<file path="config.mk">
export PLATFORM = sky130hd
export DESIGN_NAME = ultrasonic_echo_ranger
export DESIGN_NICKNAME = d
export VERILOG_FILES = /design/src/design/uer_pkg.sv /design/src/design/uer_cfg.sv /design/src/design/uer_front.sv /design/src/design/uer_back.sv /design/src/design/ultrasonic_echo_ranger.sv
export SDC_FILE = /design/constraint.sdc
export NUM_CORES = 1
export LEC_CHECK = 0
export BUFFER_PORTS_ARGS = -buffer_cell sky130_fd_sc_hd__clkbuf_2
export CAP_MARGIN = 10
export CORE_ASPECT_RATIO = 0.5
export CORE_UTILIZATION = 55
export DETAILED_ROUTE_END_ITERATION = 8
export MAX_ROUTING_LAYER = met4
export PLACE_DENSITY = 0.77
export SETUP_SLACK_MARGIN = 0.2
export SLEW_MARGIN = 15
export SYNTH_ARGS = -nofsm -noshare
export SYNTH_HDL_FRONTEND = slang
export SYNTH_HIERARCHICAL = 1
export SYNTH_SLANG_ARGS = --single-unit
export TNS_END_PERCENT = 10
</file>
<file path="constraint.sdc">
create_clock -name clk -period 6.05 [get_ports clk]
set_input_delay 1.21 -clock clk [delete_from_list [all_inputs] [get_ports clk]]
set_output_delay 1.21 -clock clk [all_outputs]
set_load 0.01 [all_outputs]
</file>
<file path="src/design/uer_pkg.sv">
// Shared types and constants for the ultrasonic echo ranger.
// Used by uer_cfg, uer_front, uer_back and the top level; depends on nothing.
`timescale 1ns / 1ps

package uer_pkg;

    // Field widths of the result distance, the measured width and the configuration port.
    localparam int DIST_W     = 11;
    localparam int WIDTH_W    = 16;
    localparam int CFG_IDX_W  = 2;
    localparam int CFG_DATA_W = 16;

    // Register indexes on the configuration port.
    localparam logic [CFG_IDX_W-1:0] CFG_PERIOD  = 2'd0;
    localparam logic [CFG_IDX_W-1:0] CFG_TRIGGER = 2'd1;
    localparam logic [CFG_IDX_W-1:0] CFG_TIMEOUT = 2'd2;

    // Register values after reset.
    localparam logic [7:0]  PERIOD_RST  = 8'd15;
    localparam logic [7:0]  TRIGGER_RST = 8'd11;
    localparam logic [15:0] TIMEOUT_RST = 16'd60000;

    // The distance is width * 34 / 2000 = width * 17 / 1000. The divide by 1000
    // is a multiply by ceil(2^31 / 1000) = 2147484 and a shift by 31, which is
    // exact for every dividend below 2^21. The factor 17 is folded in.
    localparam int              DIST_SHIFT = 31;
    localparam int              MUL_W      = 26;
    localparam logic [MUL_W-1:0] DIST_MUL  = 26'd36507228;
    localparam int              PROD_W     = WIDTH_W + MUL_W;

    typedef enum logic [1:0] {
        PH_IDLE = 2'd0,
        PH_TRIG = 2'd1,
        PH_WAIT = 2'd2,
        PH_MEAS = 2'd3
    } phase_t;

    // What an item does to the held distance.
    typedef enum logic [1:0] {
        DIST_KEEP  = 2'd0,
        DIST_LOAD  = 2'd1,
        DIST_CLEAR = 2'd2
    } dist_op_t;

    typedef struct packed {
        logic echo_level;
        logic slow_tick;
    } in_t;

    typedef struct packed {
        logic              trigger_level;
        logic [1:0]        phase;
        logic [DIST_W-1:0] range_cm;
        logic              done_res;
        logic              timed_out;
    } res_t;

    typedef struct packed {
        logic [7:0]  period_ticks;
        logic [7:0]  trigger_us;
        logic [15:0] timeout_us;
    } cfg_t;

    // Result of the sequencer stage, on its way to the distance multiplier.
    typedef struct packed {
        phase_t             phase;
        logic               done_res;
        logic               timed_out;
        dist_op_t           op;
        logic [WIDTH_W-1:0] width;
    } seq_t;

    // Result after the multiplier stage.
    typedef struct packed {
        phase_t            phase;
        logic              done_res;
        logic              timed_out;
        dist_op_t          op;
        logic [PROD_W-1:0] prod;
    } mul_t;

endpackage

</file>
<file path="src/design/uer_cfg.sv">
// Configuration registers of the ultrasonic echo ranger.
// Depends on uer_pkg for the register indexes, reset values and cfg_t.
`timescale 1ns / 1ps

module uer_cfg
(
    input  logic                             clk,
    input  logic                             rst_n,
    input  logic                             cfg_valid,
    output logic                             cfg_ready,
    input  logic [uer_pkg::CFG_IDX_W-1:0]    cfg_index,
    input  logic [uer_pkg::CFG_DATA_W-1:0]   cfg_data,
    output uer_pkg::cfg_t                    cfg
);

    uer_pkg::cfg_t cfg_reg;
    uer_pkg::cfg_t cfg_next;

    assign cfg_ready = 1'b1;
    assign cfg       = cfg_reg;

    always_comb
    begin
        cfg_next = cfg_reg;
        if (cfg_valid)
        begin
            case (cfg_index)
                uer_pkg::CFG_PERIOD:  cfg_next.period_ticks = cfg_data[7:0];
                uer_pkg::CFG_TRIGGER: cfg_next.trigger_us   = cfg_data[7:0];
                uer_pkg::CFG_TIMEOUT: cfg_next.timeout_us   = cfg_data[15:0];
                default:              cfg_next = cfg_reg;
            endcase
        end
    end

    always_ff @(posedge clk or negedge rst_n)
    begin
        if (!rst_n)
        begin
            cfg_reg.period_ticks <= uer_pkg::PERIOD_RST;
            cfg_reg.trigger_us   <= uer_pkg::TRIGGER_RST;
            cfg_reg.timeout_us   <= uer_pkg::TIMEOUT_RST;
        end
        else
        begin
            cfg_reg <= cfg_next;
        end
    end

endmodule

</file>
<file path="src/design/uer_front.sv">
// Front end of the ultrasonic echo ranger: takes item transfers and queues them
// for the sequencer. Depends on uer_pkg for in_t.
`timescale 1ns / 1ps

module uer_front
#(
    parameter int DEPTH = 4
)
(
    input  logic          clk,
    input  logic          rst_n,
    input  logic          item_valid,
    output logic          item_stall,
    input  uer_pkg::in_t  item,
    output logic          q_valid,
    input  logic          q_pop,
    output uer_pkg::in_t  q_item
);

    localparam int PTR_W = (DEPTH > 1) ? $clog2(DEPTH) : 1;
    localparam int CNT_W = $clog2(DEPTH + 1);
    localparam logic [PTR_W-1:0] LAST_PTR = PTR_W'(DEPTH - 1);
    localparam logic [CNT_W-1:0] FULL_CNT = CNT_W'(DEPTH);

    uer_pkg::in_t     mem_reg [DEPTH];
    logic [PTR_W-1:0] wr_ptr_reg;
    logic [PTR_W-1:0] wr_ptr_next;
    logic [PTR_W-1:0] rd_ptr_reg;
    logic [PTR_W-1:0] rd_ptr_next;
    logic [CNT_W-1:0] cnt_reg;
    logic [CNT_W-1:0] cnt_next;
    logic             push;
    logic             pop;

    assign item_stall = (cnt_reg == FULL_CNT);
    assign push       = item_valid && !item_stall;
    assign q_valid    = (cnt_reg != '0);
    assign pop        = q_pop && q_valid;
    assign q_item     = mem_reg[rd_ptr_reg];

    always_comb
    begin
        wr_ptr_next = wr_ptr_reg;
        rd_ptr_next = rd_ptr_reg;
        cnt_next    = cnt_reg;
        if (push)
        begin
            wr_ptr_next = (wr_ptr_reg == LAST_PTR) ? '0 : wr_ptr_reg + PTR_W'(1);
        end
        if (pop)
        begin
            rd_ptr_next = (rd_ptr_reg == LAST_PTR) ? '0 : rd_ptr_reg + PTR_W'(1);
        end
        if (push && !pop)
        begin
            cnt_next = cnt_reg + CNT_W'(1);
        end
        else if (pop && !push)
        begin
            cnt_next = cnt_reg - CNT_W'(1);
        end
    end

    always_ff @(posedge clk or negedge rst_n)
    begin
        if (!rst_n)
        begin
            wr_ptr_reg <= '0;
            rd_ptr_reg <= '0;
            cnt_reg    <= '0;
        end
        else
        begin
            wr_ptr_reg <= wr_ptr_next;
            rd_ptr_reg <= rd_ptr_next;
            cnt_reg    <= cnt_next;
        end
    end

    always_ff @(posedge clk)
    begin
        if (push)
        begin
            mem_reg[wr_ptr_reg] <= item;
        end
    end

endmodule

</file>
<file path="src/design/uer_back.sv">
// Back end of the ultrasonic echo ranger: the measurement sequencer, the
// distance multiplier stage and the result register. Depends on uer_pkg.
`timescale 1ns / 1ps

module uer_back
#(
    parameter int COUNTER_BITS = 16
)
(
    input  logic           clk,
    input  logic           rst_n,
    input  uer_pkg::cfg_t  cfg,
    input  logic           q_valid,
    output logic           q_pop,
    input  uer_pkg::in_t   q_item,
    output logic           res_valid,
    input  logic           res_stall,
    output uer_pkg::res_t  res
);

    localparam int CMP_W = (COUNTER_BITS > uer_pkg::WIDTH_W) ? COUNTER_BITS
                                                              : uer_pkg::WIDTH_W;
    localparam logic [COUNTER_BITS-1:0]     CNT_MAX   = '1;
    localparam logic [uer_pkg::WIDTH_W-1:0] WIDTH_MAX = '1;

    uer_pkg::phase_t         phase_reg;
    uer_pkg::phase_t         phase_next;
    logic [7:0]              tick_count_reg;
    logic [7:0]              tick_count_next;
    logic [COUNTER_BITS-1:0] us_count_reg;
    logic [COUNTER_BITS-1:0] us_count_next;

    logic                    advance;
    logic                    pop;
    logic [COUNTER_BITS-1:0] us_inc;
    logic [CMP_W-1:0]        us_ext;
    logic                    count_fail;
    logic [7:0]              trig_len;
    logic                    trig_end;
    logic [7:0]              tick_inc;
    logic                    start;
    logic [uer_pkg::WIDTH_W-1:0] width_sat;
    logic                    done;
    logic                    fail;
    uer_pkg::dist_op_t       op;

    logic                    s1_valid_reg;
    uer_pkg::seq_t           s1_reg;
    uer_pkg::seq_t           s1_next;
    logic                    s2_valid_reg;
    uer_pkg::mul_t           s2_reg;
    uer_pkg::mul_t           s2_next;
    logic                    res_valid_reg;
    uer_pkg::res_t           res_reg;
    uer_pkg::res_t           res_next;

    // The whole back end moves together whenever the result register is free.
    assign advance   = !(res_valid_reg && res_stall);
    assign pop       = advance && q_valid;
    assign q_pop     = advance;
    assign res_valid = res_valid_reg;
    assign res       = res_reg;

    // Saturating microsecond count and the timeout test on the counted value.
    assign us_inc     = (us_count_reg != CNT_MAX) ? us_count_reg + COUNTER_BITS'(1)
                                                  : us_count_reg;
    assign count_fail = (CMP_W'(us_inc) > CMP_W'(cfg.timeout_us)) || (us_inc == CNT_MAX);
    assign trig_len   = (cfg.trigger_us == 8'd0) ? 8'd1 : cfg.trigger_us;
    assign trig_end   = (us_inc >= COUNTER_BITS'(trig_len));
    assign tick_inc   = tick_count_reg + 8'd1;
    assign start      = q_item.slow_tick && (tick_inc >= cfg.period_ticks);
    assign us_ext     = CMP_W'(us_count_reg);
    assign width_sat  = (us_ext > CMP_W'(WIDTH_MAX)) ? WIDTH_MAX
                                                     : us_ext[uer_pkg::WIDTH_W-1:0];

    // Next state of the sequencer.
    always_comb
    begin
        phase_next      = phase_reg;
        tick_count_next = tick_count_reg;
        us_count_next   = us_count_reg;
        if (pop)
        begin
            case (phase_reg)
                uer_pkg::PH_IDLE:
                begin
                    if (q_item.slow_tick)
                    begin
                        tick_count_next = tick_inc;
                        if (start)
                        begin
                            tick_count_next = '0;
                            phase_next      = uer_pkg::PH_TRIG;
                            us_count_next   = '0;
                        end
                    end
                end
                uer_pkg::PH_TRIG:
                begin
                    us_count_next = us_inc;
                    if (trig_end)
                    begin
                        phase_next    = uer_pkg::PH_WAIT;
                        us_count_next = '0;
                    end
                end
                uer_pkg::PH_WAIT:
                begin
                    if (q_item.echo_level)
                    begin
                        phase_next    = uer_pkg::PH_MEAS;
                        us_count_next = '0;
                    end
                    else if (count_fail)
                    begin
                        phase_next    = uer_pkg::PH_IDLE;
                        us_count_next = '0;
                    end
                    else
                    begin
                        us_count_next = us_inc;
                    end
                end
                uer_pkg::PH_MEAS:
                begin
                    if (!q_item.echo_level || count_fail)
                    begin
                        phase_next    = uer_pkg::PH_IDLE;
                        us_count_next = '0;
                    end
                    else
                    begin
                        us_count_next = us_inc;
                    end
                end
                default:
                begin
                    phase_next = uer_pkg::PH_IDLE;
                end
            endcase
        end
    end

    // Outputs of the sequencer for the item being taken.
    always_comb
    begin
        done = 1'b0;
        fail = 1'b0;
        op   = uer_pkg::DIST_KEEP;
        case (phase_reg)
            uer_pkg::PH_WAIT:
            begin
                if (!q_item.echo_level && count_fail)
                begin
                    done = 1'b1;
                    fail = 1'b1;
                    op   = uer_pkg::DIST_CLEAR;
                end
            end
            uer_pkg::PH_MEAS:
            begin
                if (!q_item.echo_level)
                begin
                    done = 1'b1;
                    op   = uer_pkg::DIST_LOAD;
                end
                else if (count_fail)
                begin
                    done = 1'b1;
                    fail = 1'b1;
                    op   = uer_pkg::DIST_CLEAR;
                end
            end
            default:
            begin
                done = 1'b0;
            end
        endcase
    end

    always_comb
    begin
        s1_next.phase     = phase_next;
        s1_next.done_res  = done;
        s1_next.timed_out = fail;
        s1_next.op        = op;
        s1_next.width     = width_sat;

        s2_next.phase     = s1_reg.phase;
        s2_next.done_res  = s1_reg.done_res;
        s2_next.timed_out = s1_reg.timed_out;
        s2_next.op        = s1_reg.op;
        s2_next.prod      = uer_pkg::PROD_W'(s1_reg.width) * uer_pkg::PROD_W'(uer_pkg::DIST_MUL);

        res_next               = res_reg;
        res_next.trigger_level = (s2_reg.phase == uer_pkg::PH_TRIG);
        res_next.phase         = s2_reg.phase;
        res_next.done_res      = s2_reg.done_res;
        res_next.timed_out     = s2_reg.timed_out;
        case (s2_reg.op)
            uer_pkg::DIST_LOAD:
                res_next.range_cm = s2_reg.prod[uer_pkg::DIST_SHIFT +: uer_pkg::DIST_W];
            uer_pkg::DIST_CLEAR:
                res_next.range_cm = '0;
            default:
                res_next.range_cm = res_reg.range_cm;
        endcase
    end

    always_ff @(posedge clk or negedge rst_n)
    begin
        if (!rst_n)
        begin
            phase_reg      <= uer_pkg::PH_IDLE;
            tick_count_reg <= '0;
            us_count_reg   <= '0;
            s1_valid_reg   <= 1'b0;
            s2_valid_reg   <= 1'b0;
            res_valid_reg  <= 1'b0;
            res_reg        <= '0;
        end
        else
        begin
            phase_reg      <= phase_next;
            tick_count_reg <= tick_count_next;
            us_count_reg   <= us_count_next;
            if (advance)
            begin
                s1_valid_reg  <= q_valid;
                s2_valid_reg  <= s1_valid_reg;
                res_valid_reg <= s2_valid_reg;
                // The result register also holds the last distance, so it only
                // changes when a real item lands in it.
                if (s2_valid_reg)
                begin
                    res_reg <= res_next;
                end
            end
        end
    end

    always_ff @(posedge clk)
    begin
        if (advance)
        begin
            s1_reg <= s1_next;
            s2_reg <= s2_next;
        end
    end

    a_timeout_is_done: assert property (@(posedge clk) disable iff (!rst_n)
        res_valid_reg && res_reg.timed_out |-> res_reg.done_res)
        else $error("timed_out result without done_res");

    a_timeout_clears_distance: assert property (@(posedge clk) disable iff (!rst_n)
        res_valid_reg && res_reg.timed_out |-> res_reg.range_cm == '0)
        else $error("timed out attempt left a distance");

    a_done_is_idle: assert property (@(posedge clk) disable iff (!rst_n)
        res_valid_reg && res_reg.done_res |->
            res_reg.phase == uer_pkg::PH_IDLE && !res_reg.trigger_level)
        else $error("finished attempt not back in idle");

    a_idle_count_clear: assert property (@(posedge clk) disable iff (!rst_n)
        phase_reg == uer_pkg::PH_IDLE |-> us_count_reg == '0)
        else $error("microsecond count not cleared in idle");

endmodule

</file>
<file path="src/design/ultrasonic_echo_ranger.sv">
// Top level of the ultrasonic echo ranger: configuration registers, item queue
// and measurement back end. Depends on uer_pkg, uer_cfg, uer_front, uer_back.
`timescale 1ns / 1ps

// One item transfer per microsecond carries the echo pin sample and the slow
// scheduling tick; every item gives exactly one result transfer showing the
// trigger drive, phase, last distance and done/timeout flags after that item.
// The block takes one item per clock while the result side does not stall;
// the sequencer's registered phase and counter update is the loop that sets
// this rate. A result passes the sequencer, distance multiplier and result
// register after its item leaves the input queue, and the QUEUE_DEPTH-entry
// queue lets the input side keep going for that many items while results stall.
// Configuration writes are always ready and should be made while idle.
module ultrasonic_echo_ranger
#(
    parameter int COUNTER_BITS = 16,
    parameter int QUEUE_DEPTH  = 4
)
(
    input  logic                            clk,
    input  logic                            rst_n,
    input  logic                            item_valid,
    output logic                            item_stall,
    input  uer_pkg::in_t                    item,
    output logic                            res_valid,
    input  logic                            res_stall,
    output uer_pkg::res_t                   res,
    input  logic                            cfg_valid,
    output logic                            cfg_ready,
    input  logic [uer_pkg::CFG_IDX_W-1:0]   cfg_index,
    input  logic [uer_pkg::CFG_DATA_W-1:0]  cfg_data
);

    uer_pkg::cfg_t cfg;
    logic          q_valid;
    logic          q_pop;
    uer_pkg::in_t  q_item;

    uer_cfg u_cfg
    (
        .clk       (clk),
        .rst_n     (rst_n),
        .cfg_valid (cfg_valid),
        .cfg_ready (cfg_ready),
        .cfg_index (cfg_index),
        .cfg_data  (cfg_data),
        .cfg       (cfg)
    );

    uer_front #(.DEPTH(QUEUE_DEPTH)) u_front
    (
        .clk        (clk),
        .rst_n      (rst_n),
        .item_valid (item_valid),
        .item_stall (item_stall),
        .item       (item),
        .q_valid    (q_valid),
        .q_pop      (q_pop),
        .q_item     (q_item)
    );

    uer_back #(.COUNTER_BITS(COUNTER_BITS)) u_back
    (
        .clk       (clk),
        .rst_n     (rst_n),
        .cfg       (cfg),
        .q_valid   (q_valid),
        .q_pop     (q_pop),
        .q_item    (q_item),
        .res_valid (res_valid),
        .res_stall (res_stall),
        .res       (res)
    );

endmodule
</file>
==> impl_metrics.tcl <==
set metrics [dict create \
    grt-ovfl-total 0 \
    synthArstFlopShare_pct 65.1 \
    critical_path.startpoint "u_back/s1_reg[12]" \
    worst_pin_slew_ns 1.03 \
    fin_ws_ns 0.121 \
    ys_types 74 \
    io_buffers 42 \
    drive_above_1_share_pct 17.9 \
    endpoint "u_back/s2_reg[38]" \
    h-tree-depth 4 \
    clockBufferDepth 2 \
    yosysSeqAreaShare_pct 28.4 \
    crit_required_ns 6.22 \
    outcome "finished clean" \
    cts.sinks 129 \
    grt_pass1_vias 8640 \
    arrival_ns 6.10 \
    drt_wl_total_um 25900 \
    initial_core_util_pct 56.3 \
    cp-start-kind "flip-flop" \
    largest_register_ffs 32 \
    antenna_found_initial 0 \
    hold_buffers 0 \
    grt_max_degree 79 \
    pre_cts_ws_ns -0.227 \
    clock_latency_ns 0.42 \
    period_needed_ns 5.93 \
    cts_tree "yes" \
    numCtsBuffers 17 \
    fp-row-count 38 \
    grtUsageMet1_pct 32.5 \
    drt.antenna.violating_nets 0 \
    io_pins 44 \
    crit_type "flip-flop to flip-flop" \
    use_met2_pct 41.2 \
    syn_inst 1120 \
    area_growth_syn_to_layout_pct 12.2 \
    slew_violations 0 \
    via_count 8270 \
    vias_per_cell 5.47 \
    reg2reg_slack_ns 0.12 \
    grt_use_total_pct 25.3 \
    die_w_um 213 \
    num_antenna_cells 0 \
    worst_slew_margin_rel_pct 31.3 \
    dr.pass1.iters 8 \
    fmax_ghz 0.169 \
    rsz0062_at_grt "true" \
    syn_nets 1470 \
    hpwl_um 20800 \
    setup_viol 0 \
    avgSynthCellArea_um2 10.9 \
    grtUsageMet3_pct 3.91 \
    synth-seq-cells 129 \
    r2r_cells 18 \
    fp.coreArea_um2 21700 \
    synth_enable_flop_cells 45 \
    tns_ns 0 \
    timing.final.hold_violations 0 \
    nets 1550 \
    cap_violations 0 \
    r2r-end "u_back/s2_reg[38]" \
    skew_ns 0.0102 \
    clkTransAtPathRegs_ns 0.06 \
    yosys_most_used_dff "dfrtp_1" \
    crit_fanout 6 \
    netlist_area_um2 12200 \
    drt_iter0_drc 532 \
    endpoint_kind "flip-flop" \
    routedWlPerCell_um 17.1 \
    die_area_um2 22900 \
    drc 0 \
    clockRootBuffer "clkbuf_16" \
    gp_congestion 1.04 \
    grt_busiest_layer "met2" \
    grt_first_pass_wirelength_um 42900 \
    fin_crit_sh_pct 98.0 \
    hold_class "flip-flop to flip-flop" \
    die_h_um 107 \
    reg2reg_from "u_back/s1_reg[12]" \
    ys_warn_count 6 \
]
-- through the flow --
step	hold slack (ns)	instance area (um^2)	utilization [%]	cells
after floorplan	0.400	12300	-	1120
after global placement	0.404	12900	59.5	1469
after detailed placement	0.406	12900	59.5	1469
after CTS	0.425	13600	62.5	1505
after global routing	0.436	13700	63.2	1513
final	0.421	13700	63.2	1513
-- worst max-delay path: stages, from the launching register on --
cell and delay [ns]:
edfxtp_1 0.56, fa_2 0.65, ha_4 0.21, fa_1 0.51, inv_1 0.06, fa_1 0.55
fa_1 0.44, fa_1 0.56, inv_1 0.06, ha_1 0.32, and3_4 0.19, a311o_1 0.33
a31o_2 0.22, o211ai_1 0.15, buf_4 0.17, a21oi_4 0.07, or3b_4 0.42, a21oi_2 0.14
xnor2_1 0.08
-- metal layers --
metal | routed length, um | share of wire, % | vias to the layer above
met1 | 11500 | 44 | 4094
met4 | 562 | 2.2 | 0
met3 | 1330 | 5.1 | 43
met2 | 12600 | 48 | 238
li1 | - | - | 3895
met5 | 0 | 0 | -
-- Yosys cell counts (13+ instances only) --
cell type	instances	share of area [%]
mux2_2	39	3.6
nor3_1	13	0.53
o21ai_0	26	1.1
ha_1	211	22
dfrtp_1	70	14
nor2_1	30	0.92
nand2_1	54	1.7
nand4_1	17	0.87
fa_1	114	19
nand3b_1	13	0.80
nand3_1	18	0.74
a21oi_1	25	1.0
inv_1	243	7.5
edfxtp_1	45	11
dfstp_2	14	3.0
xnor2_1	17	1.2
-- worst min-delay path by stage --
stage	start	endpoint	cells past startpoint
5_1_grt	u_back/s1_reg[18]	u_back/res_next[0]	0
3_5_place_dp	u_back/s1_reg[20]	u_back/res_next[13]	0
4_1_cts	u_back/s1_reg[20]	u_back/res_next[13]	0
3_3_place_gp	u_back/s1_reg[18]	u_back/res_next[0]	0
6_report	u_back/s1_reg[20]	u_back/res_next[13]	0
2_1_floorplan	u_back/s1_reg[18]	u_back/res_next[0]	0
-- cell type report --
class                   instances  area, um^2
clock buffers                  22         487
flip-flops and latches        129        3470
well taps                     300         375
multi-input cells             728        7880
repair buffers                 81         509
inverters                     243         912
clock inverters                10         100
fillers                      1603        7990
-- cells in the final DEF, fill, tap and decap left out, drive strengths merged, types with 11 or more instances in the layout --
cell type  count
inv          245
ha           211
fa           114
dfrtp         70
clkbuf        63
nand2         55
edfxtp        45
mux2          43
buf           40
nor2          30
o21ai         30
a21oi         25
nand4         19
nand3         18
xnor2         18
nand3b        15
dfstp         14
nor3          13
a21o          12
xor2          11
-- timing repair --
action / CTS / global route
setup buffers: 4 / 8
endpoints found under the setup margin: 8 / 11
resized for setup: 7 / 20
pin swaps: 19 / 22
gates cloned: 0 / 0
-- cell families after synthesis --
family	synth area share, %
compound gates	6.55
xor+xnor	2.14
fa+ha+maj	40.3
buf+inv	8.36
flops	28.4
mux	4.61
other cells	0.0306
simple gates	9.63
Power is left out: the tool's default activity adds up to more than one toggle a clock period on the data nets, which glitch-free logic cannot reach.
